## config.mk

```make
export PLATFORM = sky130hd
export DESIGN_NAME = jih_opq
export DESIGN_NICKNAME = d
export VERILOG_FILES = /design/src/joint_intensity_histogram_unit_macros.svh /design/src/jih_pkg.sv /design/src/jih_opq.sv
export SDC_FILE = /design/constraint.sdc
export NUM_CORES = 1
export LEC_CHECK = 0
export BUFFER_PORTS_ARGS = -buffer_cell sky130_fd_sc_hd__buf_2
export CAP_MARGIN = 20
export CORE_UTILIZATION = 45
export CTS_CLUSTER_SIZE = 10
export DETAILED_ROUTE_END_ITERATION = 8
export MAX_ROUTING_LAYER = met4
export PLACE_DENSITY = 0.61
export SKIP_LAST_GASP = 1
export SLEW_MARGIN = 10
export SYNTH_ARGS = -nofsm -noshare
export SYNTH_HDL_FRONTEND = slang
export SYNTH_SLANG_ARGS = --single-unit
```

## constraint.sdc

```tcl
create_clock -name clock -period 3.6 [get_ports clock]
set_clock_uncertainty 0.15 [all_clocks]
set_input_delay 0.36 -clock clock [delete_from_list [all_inputs] [get_ports clock]]
set_output_delay 0.36 -clock clock [all_outputs]
set_load 0.01 [all_outputs]
```

## src/joint_intensity_histogram_unit_macros.svh

```systemverilog
// assertion helpers for the joint histogram unit
`ifndef JOINT_INTENSITY_HISTOGRAM_UNIT_MACROS_SVH
`define JOINT_INTENSITY_HISTOGRAM_UNIT_MACROS_SVH

// same-cycle implication
`define JIH_ASSERT_NOW(label, clk, rst, ante, cons) \
   label: assert property (@(posedge clk) disable iff (rst) (ante) |-> (cons)) \
      else $error("joint histogram check failed");

// next-cycle implication
`define JIH_ASSERT_NEXT(label, clk, rst, ante, cons) \
   label: assert property (@(posedge clk) disable iff (rst) (ante) |=> (cons)) \
      else $error("joint histogram check failed");

`endif

```

## src/jih_pkg.sv

```systemverilog
`timescale 1ns / 1ps
`default_nettype none

package jih_pkg;

   localparam int unsigned COUNT_W      = 26;
   localparam int unsigned POS_W        = 13;
   localparam int unsigned CSR_DATA_W   = 13;
   localparam int unsigned CSR_INDEX_W  = 3;
   localparam int unsigned OP_ADDR_W    = 16;
   localparam int unsigned PIXEL_W      = 8;
   localparam int unsigned READ_INDEX_W = 12;
   localparam int unsigned DIVISOR_W    = 8;
   localparam int unsigned LOG2_W       = 3;
   localparam int unsigned SHIFT_W      = 4;

   localparam logic [COUNT_W-1:0] COUNT_MAX     = '1;
   localparam logic [POS_W-1:0]   POS_MAX       = '1;
   localparam logic [COUNT_W:0]   BIN_INCREMENT = (COUNT_W + 1)'(2);

   typedef enum logic [1:0] {
      CMD_START  = 2'd0,
      CMD_PIXEL  = 2'd1,
      CMD_FINISH = 2'd2,
      CMD_READ   = 2'd3
   } cmd_type;

   typedef enum logic [1:0] {
      OP_CLEAR  = 2'd0,
      OP_INC    = 2'd1,
      OP_DIVIDE = 2'd2,
      OP_READ   = 2'd3
   } op_kind_type;

   typedef enum logic [CSR_INDEX_W-1:0] {
      REG_BINS_LOG2   = 3'd0,
      REG_BG_WEIGHT   = 3'd1,
      REG_IMG_WIDTH   = 3'd2,
      REG_IMG_HEIGHT  = 3'd3,
      REG_WIN_START_X = 3'd4,
      REG_WIN_END_X   = 3'd5,
      REG_WIN_START_Y = 3'd6,
      REG_WIN_END_Y   = 3'd7
   } reg_index_type;

   typedef struct packed {
      op_kind_type            kind;
      logic [OP_ADDR_W-1:0]   addr;
   } op_type;

   typedef struct packed {
      logic [LOG2_W-1:0]      bins_log2;
      logic [DIVISOR_W-1:0]   bg_weight;
      logic [POS_W-1:0]       img_width;
      logic [POS_W-1:0]       img_height;
      logic [POS_W-1:0]       win_start_x;
      logic [POS_W-1:0]       win_end_x;
      logic [POS_W-1:0]       win_start_y;
      logic [POS_W-1:0]       win_end_y;
   } cfg_type;

   // bins per axis exponent, clipped to the store size
   function automatic logic [LOG2_W-1:0] eff_log2(input logic [LOG2_W-1:0] cfg_log2,
                                                  input int unsigned max_log2);
      logic [LOG2_W-1:0] result;
      result = cfg_log2;
      if (32'(cfg_log2) > max_log2) begin
         result = LOG2_W'(max_log2);
      end
      return result;
   endfunction

endpackage

`default_nettype wire

```

## src/jih_opq.sv

```systemverilog
`timescale 1ns / 1ps
`default_nettype none

module jih_opq (
   input  logic              clock,
   input  logic              reset,
   input  logic              push,
   input  jih_pkg::op_type   op_in,
   output logic              full,
   input  logic              pop,
   output logic              empty,
   output jih_pkg::op_type   head
);

   localparam int unsigned DEPTH = 4;
   localparam int unsigned PTR_W = $clog2(DEPTH);
   localparam int unsigned CNT_W = $clog2(DEPTH + 1);

   jih_pkg::op_type     entry_ff [DEPTH];
   logic [PTR_W-1:0]    wr_ff, wr_in;
   logic [PTR_W-1:0]    rd_ff, rd_in;
   logic [CNT_W-1:0]    cnt_ff, cnt_in;
   logic                do_push;
   logic                do_pop;

   assign full    = (cnt_ff == CNT_W'(DEPTH));
   assign empty   = (cnt_ff == '0);
   assign head    = entry_ff[rd_ff];
   assign do_push = push & ~full;
   assign do_pop  = pop & ~empty;

   always_comb begin
      wr_in  = do_push ? wr_ff + PTR_W'(1) : wr_ff;
      rd_in  = do_pop ? rd_ff + PTR_W'(1) : rd_ff;
      cnt_in = cnt_ff + CNT_W'(do_push) - CNT_W'(do_pop);
   end

   always_ff @(posedge clock) begin
      if (reset) begin
         wr_ff  <= '0;
         rd_ff  <= '0;
         cnt_ff <= '0;
      end else begin
         wr_ff  <= wr_in;
         rd_ff  <= rd_in;
         cnt_ff <= cnt_in;
      end
      if (do_push) begin
         entry_ff[wr_ff] <= op_in;
      end
   end

endmodule

`default_nettype wire

```

==> results.md <==
- Status: completed
- Final Wtd Congestion: 0.623
- Number of diodes: 0
- Initial antenna violation count: 0
- Routed Antenna Nets: 0
- Setup tns final: 0 ns
- Fill count: 516
- GRT overflow: 0
- WS Path Type: reg2reg
- Synth top area share: 69.3%
- RSZ-0062 raised after global routing: false
- Maximum clock path buffer count: 2
- Worst slack, placed: 1.11 ns
- Pin count of the biggest net entering global routing: 19
- Die W: 85.3 um
- Clock-pin slew on the worst setup and hold paths: 0.07 ns
- Worst Hold Class: in2reg
- Startpoint Class: flop
- Crit. Startpoint: cnt_ff[1]$_SDFF_PP0_
- Post-CTS resize count: 0
- Area Overhead vs Synth: 14.1%
- Setup Viol. Count Final: 0
- Slew HR: 34.0%
- P_leak: 1.25 nW
- Worst-skew pair later-pin latency: 0.34 ns
- H-tree depth: 3
- FFs w/ async S/R, synth: 0%
- MaxCap Viol Count: 0
- Row cnt: 29
- Setup bufs post-CTS: 0
- PortBufs: 41
- Vert. Die Dim: 85.3 um
- Library cells used by synthesis: 25
- FF-to-FF Start: cnt_ff[1]$_SDFF_PP0_
- Final min period: 2.48 ns
- Hold_buf cts: 0
- Most frequent cells after synthesis: edfxtp_1, mux4_2, dfxtp_1, inv_1, mux4_1
- GRT Util Overall: 16.0%
- Max VDD drop: 0.000461 V
- Period utilisation layout: 68.8%
- Worst setup EP type: flop
- CTS sink cnt: 81
- Reg2reg end: cnt_ff[2]$_SDFF_PP0_
- Yosys warnings: 0
- Syn Nets: 174
- Synth top area cells: edfxtp_1, mux4_2, mux4_1
- Avg Cell Area, Syn: 21.5 um^2
- Final net count: 222
- Reg-to-reg setup timing slack: 1.12 ns
- Core Box Area: 6530 um^2
- Slew Limit Fails: 0
- Total wire length: 4930 um
- Number of DRC violations after detailed-routing iteration 0: 81
- CTS root buf: clkbuf_8
- Global-route wire length before repair: 7850 um
- Via density: 5.36
- Drt wl/cell: 18.0 um
- Seq/Total Area, Yosys: 75.1%
- Critical path's largest stage delay: 0.46 ns
- Final hold vios: 0
- Initial core utilization: 47.8%
- Crit path cell chain: nor3b_2 > nor2_1 > inv_1 > ha_1 > inv_1 > ha_1 > fa_1 > xnor2_1 > xnor2_1 > nor2_1
- Top delay family on crit path: adder cells
- DRC violations left: 0
- CTS tree: built
- Layout cells sized above 1: 33.5%
- Worst reg2reg path depth: 10
- Worst Tran Pin Value: 0.989 ns
- IO Pins: 42
- HPWL Detailed: 3140 um
- PD cells: 658 nW/um^2
- Yosys reg bits: 81
- Die area: 7270 um^2
- Critical Path AT: 2.56 ns
- Vias in the first global route: 1541
- Synthesized area: 3120 um^2
- Critical Path Sink: cnt_ff[2]$_SDFF_PP0_
- Syn Inst Count: 145
- Buf/Inv on CP: 2
- Critical path required time: 3.68 ns
- Number of synthesized flops with an enable pin: 72
- Via Count: 1468
- Setup slack after layout: 1.12 ns
- Top-count cell post-synth: edfxtp_1
- Peak Freq: 0.404 GHz
- Detailed-router iteration count before antenna repair: 4
- Synth area leader: edfxtp_1
- Most used DFF post-synth: edfxtp_1
- Critical path depth: 10
- Clock buffer count from CTS: 9
- Max Fanout on Critical Path: 6
- Slowest stage cell, crit path: dfxtp_1
## cell type report
| class | count | area [um^2] | area share [%] |
|---|---|---|---|
| well taps | 77 | 96.3 | 2.71 |
| inverters | 8 | 30.0 | 0.843 |
| clock inverters | 4 | 45.0 | 1.26 |
| flip-flops and latches | 81 | 2340 | 65.8 |
| clock buffers | 11 | 131 | 3.69 |
| multi-input cells | 51 | 703 | 19.7 |
| repair buffers | 42 | 213 | 5.97 |
## state kept, by name, indices dropped and copies added, names as in the netlist, named ones only
signal    cells
cnt_ff        3
entry_ff     72
rd_ff         2
wr_ff         2
## power by group
group | switching [mW] | leakage (nW) | internal, mW
sequential | 0.0620 | 0.733 | 1.14
clock | 0.291 | 0.0845 | 0.313
combinational | 0.266 | 0.433 | 0.275
total | 0.619 | 1.25 | 1.72
## through the flow
stage	utilization, %	hold WS [ns]	cell area [um^2]	power (mW)	instances
detailed placement	51.8	0.337	3380	1.77	259
finish	54.5	0.0848	3560	2.34	274
CTS	54.5	0.0635	3560	2.38	274
global placement	51.8	0.321	3380	1.75	259
floorplan	-	0.309	3120	1.60	145
global route	54.5	0.0623	3560	2.47	274
## how the worst min path moves through the flow
stage | slack (ns) | cells after the start | from | to
2_1_floorplan | 0.31 | 0 | op_in[0] | entry_ff[0][0]$_DFFE_PP_
3_3_place_gp | 0.32 | 2 | rd_ff[1]$_SDFFE_PP0P_ | rd_ff[1]$_SDFFE_PP0P_
3_5_place_dp | 0.34 | 2 | rd_ff[1]$_SDFFE_PP0P_ | rd_ff[1]$_SDFFE_PP0P_
4_1_cts | 0.06 | 1 | op_in[6] | entry_ff[2][6]$_DFFE_PP_
5_1_grt | 0.06 | 1 | op_in[6] | entry_ff[0][6]$_DFFE_PP_
6_report | 0.08 | 1 | op_in[6] | entry_ff[3][6]$_DFFE_PP_
## placed cells by master (no fill, tap or decap), types with 4 or more instances in the layout
cell type	netlist	final
buf_2	2	41
and2_1	4	4
nor2_1	4	4
mux4_1	8	8
clkbuf_8	0	9
edfxtp_1	72	72
ha_1	6	6
dfxtp_1	9	9
inv_1	8	8
mux4_2	10	10
## layer usage
metal / global-route usage (%) / routed length, um
met1: 18.9 / 2110
met2: 25.1 / 2550
met3: 3.60 / 151
met4: 9.55 / 115
met5: - / 0
## logic make-up (layout without fill, tap and decap cells)
family / count (synthesis) / count (layout) / share of synthesized area (%)
compound gates: 5 / 5 / 1.04
mux: 19 / 19 / 14.3
buf+inv: 13 / 65 / 2.41
simple gates: 17 / 17 / 3.33
xor+xnor: 3 / 3 / 0.842
flops: 81 / 81 / 75.1
fa+ha+maj: 7 / 7 / 3.05
## worst register-to-register path: stages (launching register included)
cell and delay, ns:
dfxtp_1 0.46, nor3b_2 0.11, nor2_1 0.28, inv_1 0.08, ha_1 0.28, inv_1 0.04
ha_1 0.19, fa_1 0.40, xnor2_1 0.18, xnor2_1 0.13, nor2_1 0.05
(Power assumes the default switching activity.)
